<file path="src/hdl/tdf_pkg.sv">
// Shared types and constants of the trial-division factorizer.
package tdf_pkg;

  localparam int FIRST_DIVISOR = 2;

  typedef enum logic {
    KIND_TRIAL,
    KIND_DIRECT
  } job_kind_t;

  typedef enum logic [1:0] {
    B_IDLE,
    B_START,
    B_WAIT,
    B_PUSH
  } back_state_t;

  typedef struct packed {
    logic start;
  } div_ctl_t;

  typedef struct packed {
    logic busy;
    logic done;
  } div_sts_t;

endpackage

</file>
<file path="src/hdl/tdf_interfaces.sv">
// Valid/ready channel interfaces for numbers in and factors out.
interface tdf_num_if #(parameter int NUM_WIDTH = 31) ();
  logic                 valid;
  logic                 ready;
  logic [NUM_WIDTH-1:0] number;

  modport source (output valid, output number, input ready);
  modport sink (input valid, input number, output ready);
endinterface

interface tdf_factor_if #(parameter int NUM_WIDTH = 31) ();
  logic                 valid;
  logic                 ready;
  logic [NUM_WIDTH-1:0] factor_value;
  logic                 last;
  logic                 truncated;

  modport source (output valid, output factor_value, output last, output truncated,
                  input ready);
  modport sink (input valid, input factor_value, input last, input truncated,
                output ready);
endinterface

</file>
<file path="src/hdl/tdf_front.sv">
// Front end: accepts numbers and classifies them into direct or trial jobs.
module tdf_front #(
  parameter int NUM_WIDTH = 31
) (
  input  logic                 clk,
  input  logic                 rst,
  tdf_num_if.sink              numbers,
  output logic                 push,
  output logic [NUM_WIDTH:0]   push_data,
  input  logic                 full
);
  import tdf_pkg::*;

  logic                 hold_vld;
  job_kind_t            hold_kind;
  logic [NUM_WIDTH-1:0] hold_num;
  logic                 take;

  assign push          = hold_vld;
  assign push_data     = {hold_kind, hold_num};
  assign numbers.ready = !hold_vld || !full;
  assign take          = numbers.valid && numbers.ready;

  always_ff @(posedge clk) begin
    if (rst) begin
      hold_vld <= 1'b0;
    end else if (take) begin
      hold_vld <= 1'b1;
    end else if (hold_vld && !full) begin
      hold_vld <= 1'b0;
    end
  end

  // zero and one are emitted as they are
  always_ff @(posedge clk) begin
    if (take) begin
      hold_num  <= numbers.number;
      hold_kind <= (numbers.number <= NUM_WIDTH'(1)) ? KIND_DIRECT : KIND_TRIAL;
    end
  end

endmodule

</file>
<file path="src/hdl/tdf_fifo.sv">
// Short job queue between front and back.
module tdf_fifo #(
  parameter int WIDTH = 32,
  parameter int DEPTH = 2
) (
  input  logic             clk,
  input  logic             rst,
  input  logic             push,
  input  logic [WIDTH-1:0] push_data,
  output logic             full,
  input  logic             pop,
  output logic [WIDTH-1:0] pop_data,
  output logic             avail
);
  localparam int PW = (DEPTH > 1) ? $clog2(DEPTH) : 1;
  localparam int CW = $clog2(DEPTH + 1);

  logic [WIDTH-1:0] entries [DEPTH];
  logic [PW-1:0]    wr_ptr;
  logic [PW-1:0]    rd_ptr;
  logic [CW-1:0]    count;
  logic             do_push;
  logic             do_pop;

  assign full     = (count == CW'(DEPTH));
  assign avail    = (count != '0);
  assign do_push  = push && !full;
  assign do_pop   = pop && avail;
  assign pop_data = entries[rd_ptr];

  always_ff @(posedge clk) begin
    if (rst) begin
      wr_ptr <= '0;
      rd_ptr <= '0;
      count  <= '0;
    end else begin
      if (do_push) begin
        wr_ptr <= (wr_ptr == PW'(DEPTH - 1)) ? '0 : wr_ptr + PW'(1);
      end
      if (do_pop) begin
        rd_ptr <= (rd_ptr == PW'(DEPTH - 1)) ? '0 : rd_ptr + PW'(1);
      end
      if (do_push && !do_pop) begin
        count <= count + CW'(1);
      end else if (do_pop && !do_push) begin
        count <= count - CW'(1);
      end
    end
  end

  always_ff @(posedge clk) begin
    if (do_push) begin
      entries[wr_ptr] <= push_data;
    end
  end

endmodule

</file>
<file path="src/hdl/tdf_divider.sv">
// Restoring divider, one quotient bit per cycle.
module tdf_divider #(
  parameter int NUM_WIDTH = 31
) (
  input  logic                 clk,
  input  logic                 rst,
  input  tdf_pkg::div_ctl_t    ctl,
  output tdf_pkg::div_sts_t    sts,
  input  logic [NUM_WIDTH-1:0] dividend,
  input  logic [NUM_WIDTH-1:0] divisor,
  output logic [NUM_WIDTH-1:0] quotient,
  output logic [NUM_WIDTH-1:0] remainder
);
  import tdf_pkg::*;

  localparam int CNTW = $clog2(NUM_WIDTH + 1);

  logic [NUM_WIDTH-1:0] acc;
  logic [NUM_WIDTH-1:0] qreg;
  logic [NUM_WIDTH-1:0] dsr;
  logic [CNTW-1:0]      cnt;
  logic                 busy;
  logic                 done;
  logic [NUM_WIDTH:0]   trial;
  logic [NUM_WIDTH:0]   diff;
  logic                 fits;

  assign trial     = {acc, qreg[NUM_WIDTH-1]};
  assign diff      = trial - {1'b0, dsr};
  assign fits      = (trial >= {1'b0, dsr});
  assign quotient  = qreg;
  assign remainder = acc;
  assign sts.busy  = busy;
  assign sts.done  = done;

  always_ff @(posedge clk) begin
    if (rst) begin
      busy <= 1'b0;
      done <= 1'b0;
    end else begin
      done <= 1'b0;
      if (ctl.start) begin
        busy <= 1'b1;
      end else if (busy && cnt == CNTW'(1)) begin
        busy <= 1'b0;
        done <= 1'b1;
      end
    end
  end

  always_ff @(posedge clk) begin
    if (ctl.start) begin
      acc  <= '0;
      qreg <= dividend;
      dsr  <= divisor;
      cnt  <= CNTW'(NUM_WIDTH);
    end else if (busy) begin
      acc  <= fits ? diff[NUM_WIDTH-1:0] : trial[NUM_WIDTH-1:0];
      qreg <= {qreg[NUM_WIDTH-2:0], fits};
      cnt  <= cnt - CNTW'(1);
    end
  end

endmodule

</file>
<file path="src/hdl/tdf_back.sv">
// Back end: trial-division sequencer and output register.
module tdf_back #(
  parameter int NUM_WIDTH    = 31,
  parameter int FACTOR_LIMIT = 10
) (
  input  logic                 clk,
  input  logic                 rst,
  input  logic                 job_avail,
  input  logic [NUM_WIDTH:0]   job_data,
  output logic                 job_pop,
  tdf_factor_if.source         factors
);
  import tdf_pkg::*;

  localparam int CW = $clog2(FACTOR_LIMIT + 1);

  back_state_t          state, state_next;
  logic [NUM_WIDTH-1:0] rem, rem_next;
  logic [NUM_WIDTH-1:0] dvs, dvs_next;
  logic [CW-1:0]        cnt, cnt_next;
  logic [NUM_WIDTH-1:0] pend_value, pend_value_next;
  logic                 pend_last, pend_last_next;
  logic                 pend_trunc, pend_trunc_next;
  logic                 pend_done, pend_done_next;
  logic                 out_vld, out_vld_next;
  logic [NUM_WIDTH-1:0] out_value, out_value_next;
  logic                 out_last, out_last_next;
  logic                 out_trunc, out_trunc_next;

  div_ctl_t             div_ctl;
  div_sts_t             div_sts;
  logic [NUM_WIDTH-1:0] quo;
  logic [NUM_WIDTH-1:0] mod;
  logic [CW-1:0]        cnt_inc;
  logic                 at_limit;
  logic                 slot_free;
  job_kind_t            job_kind;

  tdf_divider #(.NUM_WIDTH(NUM_WIDTH)) u_div (
    .clk       (clk),
    .rst       (rst),
    .ctl       (div_ctl),
    .sts       (div_sts),
    .dividend  (rem),
    .divisor   (dvs),
    .quotient  (quo),
    .remainder (mod)
  );

  assign job_kind  = job_kind_t'(job_data[NUM_WIDTH]);
  assign cnt_inc   = cnt + CW'(1);
  assign at_limit  = (cnt_inc == CW'(FACTOR_LIMIT));
  assign slot_free = !out_vld || factors.ready;

  assign factors.valid        = out_vld;
  assign factors.factor_value = out_value;
  assign factors.last         = out_last;
  assign factors.truncated    = out_trunc;

  always_comb begin
    state_next      = state;
    rem_next        = rem;
    dvs_next        = dvs;
    cnt_next        = cnt;
    pend_value_next = pend_value;
    pend_last_next  = pend_last;
    pend_trunc_next = pend_trunc;
    pend_done_next  = pend_done;
    out_vld_next    = out_vld && !factors.ready;
    out_value_next  = out_value;
    out_last_next   = out_last;
    out_trunc_next  = out_trunc;
    job_pop         = 1'b0;
    div_ctl.start   = 1'b0;
    case (state)
      B_IDLE: begin
        if (job_avail) begin
          job_pop  = 1'b1;
          rem_next = job_data[NUM_WIDTH-1:0];
          dvs_next = NUM_WIDTH'(FIRST_DIVISOR);
          cnt_next = '0;
          if (job_kind == KIND_DIRECT) begin
            pend_value_next = job_data[NUM_WIDTH-1:0];
            pend_last_next  = 1'b1;
            pend_trunc_next = 1'b0;
            pend_done_next  = 1'b1;
            state_next      = B_PUSH;
          end else begin
            state_next = B_START;
          end
        end
      end
      B_START: begin
        if (!div_sts.busy) begin
          div_ctl.start = 1'b1;
          state_next    = B_WAIT;
        end
      end
      B_WAIT: begin
        if (div_sts.done) begin
          if (mod == '0) begin
            // divisor found; a cofactor above one after the limit means truncation
            pend_value_next = dvs;
            pend_last_next  = (quo == NUM_WIDTH'(1)) || at_limit;
            pend_trunc_next = at_limit && (quo > NUM_WIDTH'(1));
            pend_done_next  = (quo == NUM_WIDTH'(1)) || at_limit;
            rem_next        = quo;
            cnt_next        = cnt_inc;
            state_next      = B_PUSH;
          end else if (dvs > quo) begin
            // divisor squared exceeds cofactor: cofactor is prime
            pend_value_next = rem;
            pend_last_next  = 1'b1;
            pend_trunc_next = 1'b0;
            pend_done_next  = 1'b1;
            state_next      = B_PUSH;
          end else begin
            dvs_next   = (dvs == NUM_WIDTH'(FIRST_DIVISOR)) ? NUM_WIDTH'(3)
                                                             : dvs + NUM_WIDTH'(2);
            state_next = B_START;
          end
        end
      end
      B_PUSH: begin
        if (slot_free) begin
          out_vld_next   = 1'b1;
          out_value_next = pend_value;
          out_last_next  = pend_last;
          out_trunc_next = pend_trunc;
          state_next     = pend_done ? B_IDLE : B_START;
        end
      end
      default: begin
        state_next = B_IDLE;
      end
    endcase
  end

  always_ff @(posedge clk) begin
    if (rst) begin
      state   <= B_IDLE;
      out_vld <= 1'b0;
    end else begin
      state   <= state_next;
      out_vld <= out_vld_next;
    end
  end

  always_ff @(posedge clk) begin
    rem        <= rem_next;
    dvs        <= dvs_next;
    cnt        <= cnt_next;
    pend_value <= pend_value_next;
    pend_last  <= pend_last_next;
    pend_trunc <= pend_trunc_next;
    pend_done  <= pend_done_next;
    out_value  <= out_value_next;
    out_last   <= out_last_next;
    out_trunc  <= out_trunc_next;
  end

endmodule

</file>
<file path="src/hdl/trial_division_factorizer_unit.sv">
// Top level of the trial-division prime factorizer.
//
// numbers: one word per integer to factor (NUM_WIDTH bits, unsigned).
// factors: one word per prime factor, ascending, repeated per multiplicity;
//   last marks the final factor of a number, truncated on that word says
//   factors beyond FACTOR_LIMIT were dropped. Zero and one come out as is.
// A front stage registers and classifies each number and hands it to a
// two-entry job queue; the back sequencer drains the queue one number at a
// time, so up to three numbers can be taken while the back end is busy.
// Each trial division runs on a restoring divider, with issue and decision
// around it. A number needs one trial per divisor up to the square root of
// its cofactor plus one per factor found; direct numbers need no trial.
// Reset is synchronous: it empties the queue, drops any work in flight and
// the pending output word. If factors stalls, the output register holds its
// word and the sequencer waits before its next push; input keeps filling the
// queue until it is full.
module trial_division_factorizer_unit #(
  parameter int NUM_WIDTH    = 31,
  parameter int FACTOR_LIMIT = 10
) (
  input  logic         clk,
  input  logic         rst,
  tdf_num_if.sink      numbers,
  tdf_factor_if.source factors
);
  localparam int JOB_W = NUM_WIDTH + 1;

  logic             push;
  logic [JOB_W-1:0] push_data;
  logic             full;
  logic             pop;
  logic [JOB_W-1:0] pop_data;
  logic             avail;

  tdf_front #(.NUM_WIDTH(NUM_WIDTH)) u_front (
    .clk       (clk),
    .rst       (rst),
    .numbers   (numbers),
    .push      (push),
    .push_data (push_data),
    .full      (full)
  );

  tdf_fifo #(.WIDTH(JOB_W), .DEPTH(2)) u_queue (
    .clk       (clk),
    .rst       (rst),
    .push      (push),
    .push_data (push_data),
    .full      (full),
    .pop       (pop),
    .pop_data  (pop_data),
    .avail     (avail)
  );

  tdf_back #(.NUM_WIDTH(NUM_WIDTH), .FACTOR_LIMIT(FACTOR_LIMIT)) u_back (
    .clk       (clk),
    .rst       (rst),
    .job_avail (avail),
    .job_data  (pop_data),
    .job_pop   (pop),
    .factors   (factors)
  );

endmodule

</file>
<file path="src/flat_wrapper.sv">
// flat-port wrapper written by rule: the top's interface ports become plain ports
module trial_division_factorizer_unit_flat 
#(
  parameter int NUM_WIDTH    = 31,
  parameter int FACTOR_LIMIT = 10
)
  (clk, rst, numbers_valid, numbers_number, numbers_ready, factors_valid, factors_factor_value, factors_last, factors_truncated, factors_ready);
  tdf_num_if #(.NUM_WIDTH(NUM_WIDTH)) numbers_i ();
  tdf_factor_if #(.NUM_WIDTH(NUM_WIDTH)) factors_i ();
  input  logic clk;
  input  logic rst;
  input wire logic [$bits(numbers_i.valid)-1:0] numbers_valid;
  input wire logic [$bits(numbers_i.number)-1:0] numbers_number;
  output wire logic [$bits(numbers_i.ready)-1:0] numbers_ready;
  output wire logic [$bits(factors_i.valid)-1:0] factors_valid;
  output wire logic [$bits(factors_i.factor_value)-1:0] factors_factor_value;
  output wire logic [$bits(factors_i.last)-1:0] factors_last;
  output wire logic [$bits(factors_i.truncated)-1:0] factors_truncated;
  input wire logic [$bits(factors_i.ready)-1:0] factors_ready;
  assign numbers_i.valid = numbers_valid;
  assign numbers_i.number = numbers_number;
  assign numbers_ready = numbers_i.ready;
  assign factors_valid = factors_i.valid;
  assign factors_factor_value = factors_i.factor_value;
  assign factors_last = factors_i.last;
  assign factors_truncated = factors_i.truncated;
  assign factors_i.ready = factors_ready;
  trial_division_factorizer_unit #(.NUM_WIDTH(NUM_WIDTH), .FACTOR_LIMIT(FACTOR_LIMIT)) u_core (.clk(clk), .rst(rst), .numbers(numbers_i), .factors(factors_i));
endmodule
</file>
<file path="config.mk">
export PLATFORM = sky130hd
export DESIGN_NAME = trial_division_factorizer_unit_flat
export DESIGN_NICKNAME = d
export VERILOG_FILES = /design/src/hdl/tdf_pkg.sv /design/src/hdl/tdf_interfaces.sv /design/src/hdl/tdf_front.sv /design/src/hdl/tdf_fifo.sv /design/src/hdl/tdf_divider.sv /design/src/hdl/tdf_back.sv /design/src/hdl/trial_division_factorizer_unit.sv /design/src/flat_wrapper.sv
export SDC_FILE = /design/constraint.sdc
export NUM_CORES = 1
export LEC_CHECK = 0
export BUFFER_PORTS_ARGS = -buffer_cell sky130_fd_sc_hd__buf_4
export CAP_MARGIN = 20
export CORE_ASPECT_RATIO = 0.7
export CORE_MARGIN = 5
export CORE_UTILIZATION = 50
export CTS_BUF_LIST = sky130_fd_sc_hd__clkbuf_16
export CTS_CLUSTER_DIAMETER = 30
export DETAILED_ROUTE_END_ITERATION = 8
export HOLD_SLACK_MARGIN = 0.05
export PLACE_DENSITY = 0.8
export SYNTH_ARGS = -nofsm -noshare
export SYNTH_HDL_FRONTEND = slang
export SYNTH_HIERARCHICAL = 1
export SYNTH_SLANG_ARGS = --single-unit
</file>
<file path="constraint.sdc">
create_clock -name clk -period 4.1 [get_ports clk]
set_clock_uncertainty 0.15 [all_clocks]
set_input_delay 0.82 -clock clk [delete_from_list [all_inputs] [get_ports clk]]
set_output_delay 0.82 -clock clk [all_outputs]
set_load 0.1 [all_outputs]
</file>
# Yosys cells after proc, flatten, opt, wreduce, memory -nomap -nowiden

Memory sizes are Yosys's and may differ from the RTL's. A register that Yosys moved wholly into a read port is not among the register bits.
Index checks and enable logic that the tools add are counted.

Add/subtract/negate cells: 8
Order comparisons: 4
Equality and inequality tests: 17
Mux-type cells: 64
Reductions and logical operators: 31

Operators with widths:

| cell                                                                   | number |
|---|---|
| 31-bit two-way mux                                                     | 16 |
| 31-bit case mux with 2 select lines                                    | 3 |
| 32-bit by 31-bit >= comparator with 1-bit output                       | 1 |
| 31-bit by 2-bit adder with 31-bit output, second input constant        | 1 |
| 31-bit by 1-bit equality test with 1-bit output, second input constant | 1 |
| 31-bit by 2-bit equality test with 1-bit output, second input constant | 1 |
| 31-bit by 1-bit > comparator with 1-bit output, second input constant  | 1 |
| 31-bit > comparator                                                    | 1 |
| 31-bit by 1-bit <= comparator with 1-bit output, second input constant | 1 |
| 31-bit zero test                                                       | 1 |
| 31-bit subtractor                                                      | 1 |
| 1-bit two-way mux                                                      | 29 |
| 2-bit two-way mux                                                      | 9 |
| 4-bit two-way mux                                                      | 3 |
| 2-bit nonzero test                                                     | 6 |
| 2-bit != test, second input constant                                   | 5 |
| 5-bit AND reduction                                                    | 2 |
| 1-bit logical AND                                                      | 8 |
| 2-bit case mux with 4 select lines                                     | 1 |
| 4-bit case mux with 2 select lines                                     | 1 |
| 4-bit AND reduction                                                    | 2 |
| 2-bit equality test, second input constant                             | 3 |
| 1-bit zero test                                                        | 6 |
| 2-bit by 1-bit != test with 1-bit output, second input constant        | 3 |
| other kinds (14)                                                       | 18 |

Flip-flop bits (word level): 272
Bits in writable memories: 64
Input port bits: 35
Output and inout bits: 35
Word-level logic and storage cells: 148
Memories kept: 1

Memory list:

| name                   | depth | width | read ports | clocked after Yosys merged registers in | write ports | line           | text |
|---|---|---|---|---|---|---|---|
| u_core.u_queue.entries | 2     | 32    | 1          | 1                                       | 1           | tdf_fifo.sv:18 | `logic [WIDTH-1:0] entries [DEPTH];` |

# Longest topological paths before layout

Gate-level depths: netlist of run 1.

Word-level depth: 7
Gate-level depth with buffers: 13
Depth with buffers taken out: 12

# Hierarchy

Netlist of run 1, hierarchy kept.

Modules (own cells, without submodules):

| module      | times used | cells an instance | area each (µm²) | seq. area each (µm²) |
|---|---|---|---|---|
| tdf_back    | 1          | 591               | 6757.7          | 4023.9 |
| tdf_divider | 1          | 557               | 5672.9          | 2622.5 |
| tdf_fifo    | 1          | 125               | 2528.7          | 2021.9 |
| tdf_front   | 1          | 49                | 1077.3          | 980.9 |

# Worst setup path before layout of run 1

OpenSTA, ideal clock, no wires.

Path type: reg-to-reg
Start point: register u_core.u_back.state[0]
End point: register u_core.u_back.u_div.qreg[0], in the netlist u_core/u_back/u_div/quotient[0], enable pin
Setup time: 0.386 ns
Arrival: 3.447 ns
Data required time: 3.564 ns
Slack: 0.117 ns
Stages on the path, launching flop included: 7
Buffers on the path: 2
Clock period less this slack: 3.983 ns
Path through: dfxtp_1 -> clkbuf_1 -> nor2b_1 -> nor2b_1 -> nor2_1 -> clkbuf_1 -> inv_1

Word-level cells in the longest chain between the ends: 3

Ends and longest elaborated chain:

| item                                           | line              | text |
|---|---|---|
| from (decl)                                    | tdf_back.sv:17    | `back_state_t state, state_next;` |
| from (signal assigned)                         | tdf_back.sv:144   | `state <= state_next;` |
| 2-bit by 1-bit equality test with 1-bit output | tdf_back.sv:75    | `case (state)` |
| 1-bit two-way mux                              | tdf_back.sv:75    |  |
| net u_core.u_back.div_ctl                      | tdf_back.sv:30    | `div_ctl_t div_ctl;` |
| 2-bit nonzero test (no line)                   | --                |  |
| to (signal assigned)                           | tdf_divider.sv:54 | `qreg <= dividend;` |
| to (signal assigned)                           | tdf_divider.sv:59 | `qreg <= {qreg[NUM_WIDTH-2:0], fits};` |
| to (decl)                                      | tdf_divider.sv:19 | `logic [NUM_WIDTH-1:0] qreg;` |

The timed path passes the listed nets, and every way through them passes these cells.
A chain may end at the register's enable or synchronous reset.

# Worst setup path in the final report of run 1

Start point: register u_core.u_back.u_div.qreg[30], in the netlist u_core/u_back/u_div/quotient[30]
End point: register u_core.u_back.u_div.acc[28], in the netlist u_core/u_back/u_div/remainder[28]

Word-level cells in the longest chain between the ends: 2
Elaborated cells between the ends (all ways): 3
Those cells by class: add/sub: 1; order compare: 1; mux: 1

Ends and longest elaborated chain:

| item                                                                                         | line                                 | text |
|---|---|---|
| 31-bit subtractor / 32-bit by 31-bit >= comparator with 1-bit output (equally long branches) | tdf_divider.sv:29, tdf_divider.sv:30 |  |
| 31-bit two-way mux (*)                                                                       | tdf_divider.sv:58                    | `acc <= fits ? diff[NUM_WIDTH-1:0] : trial[NUM_WIDTH-1:0];` |
| to (signal assigned)                                                                         | tdf_divider.sv:58                    |  |
| to (decl)                                                                                    | tdf_divider.sv:18                    | `logic [NUM_WIDTH-1:0] acc;` |

Every way passes the cells marked *; elsewhere a longest branch is shown, timed or not.

==> results of run 1 <==
[worst paths after layout]
check	from	endpoint	cells after the start
worst max-delay path	u_core/u_back/u_div/quotient[30]	u_core/u_back/u_div/remainder[28]	12
worst min-delay path	u_core/u_back/pend_value[22]	u_core/u_back/factors.factor_value[22]	0
worst max register to register	u_core/u_back/u_div/quotient[30]	u_core/u_back/u_div/remainder[28]	12
worst min register to register	u_core/u_back/pend_value[22]	u_core/u_back/factors.factor_value[22]	0
[worst max-delay path, cell delays in order, from the launching register on]
cell and delay (ps):
edfxtp_1 400, inv_1 60, ha_1 220, fa_1 400, nor2b_1 160, o31a_1 180, o21ai_0 130, nand3_1 170
a311oi_1 160, o31ai_4 690, inv_2 330, and3_1 260, a211o_1 230
[area by class of cell]
type | instances | area share
flip-flops and latches | 337 | 0.521
multi-input cells | 851 | 0.317
clock buffers | 42 | 0.0568
repair buffers | 100 | 0.0430
well taps | 420 | 0.0284
clock inverters | 32 | 0.0174
inverters | 81 | 0.0164
[sequential cells by signal, summed over array words and instances, names as in the netlist, 31 cells and up, named ones only]
| register | cells |
|---|---|
| u_core/u_back/rem | 31 |
| u_core/u_back/factors.factor_value | 31 |
| u_core/u_back/u_div/dsr | 31 |
| u_core/u_back/u_div/remainder | 31 |
| u_core/u_back/u_div/quotient | 31 |
| u_core/u_front/hold_num | 31 |
| u_core/u_back/dvs | 31 |
| u_core/u_back/pend_value | 31 |
| u_core/u_queue/entries | 64 |
[where the power goes]
part	leakage [nW]	switching, W	internal, W
combinational	3.15	0.00396	0.00228
clock	0.680	0.00154	0.00207
sequential	3.08	0.000857	0.00530
[per-layer routing]
metal  vias to the layer above  wire (um)  global-route usage
met2                       500      17500               0.318
li1                       5102          -                   -
met1                      5501      17200               0.314
met3                        69       3400              0.0464
met5                         -          7                   0
met4                         2        709              0.0562
[through the flow]
stage          instances  cell area (um2)   util  power [W]  setup WS, ps
2_1_floorplan       1322            16000      -     0.0103           117
3_3_place_gp        1788            17100  0.545     0.0119           656
3_5_place_dp        1788            17100  0.545     0.0122           546
4_1_cts             1862            18500  0.588     0.0159           525
5_1_grt             1863            18500  0.589     0.0169           323
6_report            1863            18500  0.589     0.0160           455
[cell families (layout without fill, tap and decap cells)]
logic type,Yosys count,in the layout,synth area share
simple gates,362,362,0.109
flops,337,337,0.602
compound gates,259,259,0.0985
buf+inv,134,255,0.0353
mux,102,102,0.0686
fa+ha+maj,69,69,0.0543
xor+xnor,59,59,0.0322
[synth_stat cells, types with 3 or more instances]
cell type and number:
a21oi_1 58, and2_1 4, o21bai_1 5, nand2b_1 15
ha_1 68, and4_1 3, buf_6 3, buf_4 7
edfxtp_1 290, clkbuf_1 30, nand2_1 117, nor4_1 28
a31o_2 3, a31oi_1 9, nor2b_1 13, nand3_1 25
o21a_1 4, inv_1 80, a211oi_1 7, xnor2_1 30
a21o_1 21, buf_2 9, a32oi_1 3, a311oi_1 11
mux2i_1 39, nor3_1 11, xor2_1 29, o31ai_1 3
o21ai_0 107, nand4_1 23, nor2_1 89, or3_1 8
dfxtp_1 47, mux2_2 61, and3_1 10, o211ai_1 7
a22oi_1 4
==> impl_metrics.csv, run 1 <==
group,metric,value,unit
layout,nets,1515,
sta,tightest_slew,974,ps
run_status,outcome,"complete, no violations",
clock_network,cts_tree,"built",
sta,rsz0062_at_grt,"no",
sta,min_period_over_period,0.889,
die,dieArea,35800,um2
critical_path,reg2reg_slack,450,ps
placement,place_congestion,0.890,
die,die_y,160,um
sta,hold_slack,269,ps
pwr,power_leakage,6.91,nW
clock_network,clock_sinks,337,
critical_path,critPathMaxFanout,14,
placement,dp_hpwl,26.5,mm
logic_synthesis,yosysSeqAreaShare,0.602,
global_routing,antenna_found_initial,1,
detailed_routing,ant_nets,0,
logic_synthesis,synth.avg_cell_area,12.1,um2
critical_path,critPathKind,"flip-flop to flip-flop",
logic_synthesis,netlist_area,16000,um2
detailed_routing,drcViolationCount,0,
sta,setup_tns,0,ps
logic_synthesis,synth_cell_types,69,
global_routing,grt_pass1_wl,60.4,mm
logic_synthesis,synth_top_area_frac,0.543,
die,rows,54,
die,start_util,0.510,
critical_path,critPathRequiredTime,4390,ps
die,chipWidth,224,um
layout,num_antenna_cells,0,
critical_path,critPathCaptureType,"flip-flop",
layout,nFillCells,2376,
layout,drive_above_1_share,0.174,
logic_synthesis,synth_edf_count,290,
layout,area_growth,15.4,%
detailed_routing,initialDrtViolationCount,1290,
logic_synthesis,synth.area.top_cells,"edfxtp_1 54%, dfxtp_1 5.9%, ha_1 5.3%, mux2_2 4.3%, o21ai_0 3.3%",
pwr,power_density,865,nW/um2
global_routing,grt_usage,0.212,
die,io_pins,70,
detailed_routing,via_per_inst,6.00,
layout,layout_commonest_cell,"edfxtp_1",
placement,numPortBuffers,69,
global_routing,overflow,0,
sta,hold_viol_final,0,
clock_network,worstSkewPairLatency,550,ps
clock_network,cts_resized,0,
detailed_routing,vias,11200,
sta,setup_violations,0,
logic_synthesis,syn_inst,1322,
sta,fin_crit,3650,ps
clock_network,htree_levels,2,
logic_synthesis,yosysTopAreaCell,"edfxtp_1",
clock_network,cts_setup_buffers,0,
sta,slew_headroom,0.345,
clock_network,cts-root-buf,"clkbuf_16",
job,drv_cap,0,
layout,seq_area,9650,um2
layout,layout_common_cells,"290 x edfxtp_1, 117 x nand2_1, 106 x o21ai_0, 97 x buf_4, 87 x nor2_1",
detailed_routing,firstDrtPassIters,6,
clock_network,cts_buffers,40,
logic_synthesis,ys.flop_type,"edfxtp_1",
global_routing,grt_pass1_vias,10800,
detailed_routing,wl_per_cell,20.8,um
logic_synthesis,yosysWarnings,6,
sta,fmax,274,MHz
detailed_routing,wirelength,38.7,mm
logic_synthesis,synth_seq_cells,337,
clock_network,holdBufCountCts,0,
global_routing,grt_max_degree,98,
die,core,31400,um2
logic_synthesis,syn_nets,1426,
critical_path,crit_arrival,3930,ps
critical_path,cp-start-kind,"flip-flop",
clock_network,clockBufferDepth,3,
clock_network,cts.clk_slew.worst_paths,60,ps
pwr,ir_worst_vdd,0.000473,V
sta,drv_slew,0,
logic_synthesis,synthArstFlopShare,0,
layout,multi_input_area,5860,um2
min_path,hold_class,"flip-flop to flip-flop",
No activity file was read; power rests on OpenSTA's default activity.
==> inputs of run 2 (changes only) <==
--- a/config.mk
+++ b/config.mk
@@ -7,12 +7,12 @@
 export LEC_CHECK = 0
 export BUFFER_PORTS_ARGS = -buffer_cell sky130_fd_sc_hd__buf_4
 export CAP_MARGIN = 20
-export CORE_ASPECT_RATIO = 0.7
 export CORE_MARGIN = 5
 export CORE_UTILIZATION = 50
 export CTS_BUF_LIST = sky130_fd_sc_hd__clkbuf_16
 export CTS_CLUSTER_DIAMETER = 30
 export DETAILED_ROUTE_END_ITERATION = 8
+export GPL_TIMING_DRIVEN = 0
 export HOLD_SLACK_MARGIN = 0.05
 export PLACE_DENSITY = 0.8
 export SYNTH_ARGS = -nofsm -noshare
==> run 2 against run 1 <==
Compared with the run above:
- worst hold slack lost 4.1 ps
- sequential power grew 1%
- critical path depth shrank 4
- utilization grew 1.1 points
- clock power grew 17%
- combinational power shrank 0.8%
- clock-buffer cell count grew 9
- sequential share of layout area shrank 1.3 points
- via count shrank 2.1%
- sequential cell count is the same
- global-route usage shrank 0.90 points
- critical path type unchanged
- critical endpoint is now u_core/u_back/dvs[2]
- highest routed layer is now met4
==> impl_metrics.csv, run 2 (synthesized netlist as in run 1, its figures left out) <==
group,metric,value,unit
run_status,outcome,"complete, no violations",
die,io_pins,70,
detailed_routing,firstDrtPassIters,8,
critical_path,reg2regPathDepth,8,
die,chipWidth,189,um
min_path,whs_path_depth,0,
min_path,hold_end,"u_core/u_back/factors.factor_value[6]",
sta,rsz0062_at_grt,"no",
global_routing,antenna_found_initial,0,
detailed_routing,drcViolationCount,0,
detailed_routing,wl_per_cell,19.3,um
pwr,power_density,877,nW/um2
layout,largest_reg_flops,64,
layout,num_antenna_cells,0,
sta,layout_setup_ws,252,ps
critical_path,max_stage_delay,630,ps
layout,layout_commonest_cell,"edfxtp_1",
clock_network,htree_levels,2,
layout,nets,1554,
detailed_routing,initialDrtViolationCount,1165,
sta,slew_headroom,0.400,
critical_path,path_cells,"ha_1, nand4_1, nor4_1, nand2b_1, a31oi_1, o31ai_1, nor2b_2, buf_8",
placement,place_congestion,0.888,
sta,min_period_over_period,0.939,
critical_path,reg2reg_to,"u_core/u_back/dvs[2]",
layout,nFillCells,2321,
clock_network,cts_setup_buffers,0,
global_routing,grt_usage,0.203,
die,dieArea,35800,um2
die,rows,65,
clock_network,cts_resized,0,
clock_network,clockBufferDepth,3,
critical_path,critPathRequiredTime,4190,ps
sta,hold_viol_final,0,
sta,tightest_slew,899,ps
sta,fin_crit,3850,ps
detailed_routing,wirelength_met1,14.7,mm
global_routing,grt_max_degree,36,
detailed_routing,via_per_inst,5.78,
global_routing,grt_pass1_wl,58.4,mm
clock_network,worstSkewPairLatency,550,ps
detailed_routing,wl_met2,17.9,mm
global_routing,grt_pass1_vias,11200,
clock_network,cts_buffers,49,
pwr,ir_worst_vdd,0.000543,V
critical_path,cp-start-kind,"flip-flop",
clock_network,cts_tree,"built",
critical_path,crit_arrival,3940,ps
detailed_routing,vias,10900,
pwr,power,0.0167,W
sta,setup_tns,0,ps
critical_path,regToRegStartpoint,"u_core/u_back/dvs[12]",
sta,drv_slew,0,
layout,regMostFlops,"u_core/u_queue/entries",
critical_path,crit_family,"simple AND/OR/NAND/NOR gates",
die,core,31600,um2
die,die_y,189,um
sta,setup_violations,0,
layout,layout_common_cells,"290 x edfxtp_1, 117 x nand2_1, 107 x o21ai_0, 87 x nor2_1, 81 x inv_1",
critical_path,cp_slowest_cell,"nor2b_2",
sta,fmax,260,MHz
critical_path,critPathCaptureType,"flip-flop",
layout,drive_above_1_share,0.180,
clock_network,holdBufCountCts,0,
detailed_routing,wirelength,36.5,mm
clock_network,clock_sinks,337,
placement,pre_cts_slack,376,ps
critical_path,reg2reg_slack,250,ps
detailed_routing,maxUsedRoutingLayer,"met4",
clock_network,cts.clk_slew.worst_paths,50,ps
placement,dp_hpwl,25.9,mm
critical_path,worst-path-buf-inv,1,
critical_path,critPathKind,"flip-flop to flip-flop",
pwr,power_leakage,7.10,nW
detailed_routing,route.met3.wl,2.25,mm
min_path,hold_path.startpoint,"u_core/u_back/pend_value[6]",
job,drv_cap,0,
layout,area_growth,18.4,%
placement,numPortBuffers,69,
min_path,hold_class,"flip-flop to flip-flop",
critical_path,critPathMaxFanout,21,
detailed_routing,ant_nets,0,
clock_network,cts-root-buf,"clkbuf_16",
global_routing,overflow,0,
die,start_util,0.507,
-- run 2: cell types whose count changed in the layout (fill, tap and decap cells not counted), sizes merged --
cell      change
buf           -2
bufinv        +2
clkbuf       +41
clkinv        +1
clkinvlp      +5
inv           +1
-- run 2: through the flow --
step,instances,hold WS (ps),utilization,area (um2)
6_report,1893,265,0.600,19000
4_1_cts,1893,265,0.600,19000
2_1_floorplan,1322,250,-,16000
5_1_grt,1893,274,0.600,19000
3_3_place_gp,1793,255,0.539,17100
3_5_place_dp,1801,255,0.546,17300
-- run 2: worst max-delay path by stage --
stage / start / to / slack [ps] / cells past startpoint
final: u_core/u_back/dvs[12] / u_core/u_back/dvs[2] / 250 / 8
after global placement: u_core/u_back/dvs[25] / u_core/u_back/pend_value[10] / -1130 / 7
after detailed placement: u_core/u_back/dvs[13] / u_core/u_back/dvs[1] / 380 / 8
after floorplan: u_core/u_back/state[0] / u_core/u_back/u_div/quotient[0] / 120 / 6
after global routing: u_core/u_back/dvs[12] / u_core/u_back/dvs[17] / 80 / 8
after CTS: u_core/u_back/dvs[12] / u_core/u_back/dvs[17] / 350 / 8
-- run 2: power breakdown --
| part | leakage, nW | switching, W | internal (W) |
|---|---|---|---|
| Combinational | 3.21 | 0.00388 | 0.00232 |
| Clock | 0.818 | 0.00164 | 0.00259 |
| Sequential | 3.08 | 0.000923 | 0.00530 |
-- run 2: worst register-to-register path: stages, from the launching register on --
cell      delay [ps]
edfxtp_1         550
ha_1             390
nand4_1          140
nor4_1           610
nand2b_1         210
a31oi_1           90
o31ai_1          480
nor2b_2          630
buf_8            280
-- run 2: routing by layer --
metal | GRT usage | up-vias
li1 | - | 5150
met2 | 0.348 | 468
met4 | 0.0953 | 0
met5 | 0 | -
met3 | 0.0273 | 116
met1 | 0.256 | 5206
-- run 2: layout make-up --
cell class / instances / area (um2) / area share
flip-flops and latches: 337 / 9650 / 0.508
multi-input cells: 851 / 5860 / 0.308
clock buffers: 51 / 1280 / 0.0672
repair buffers: 77 / 711 / 0.0374
well taps: 402 / 503 / 0.0265
clock inverters: 41 / 430 / 0.0227
inverters: 81 / 304 / 0.0160
plain buffers: 53 / 262 / 0.0138
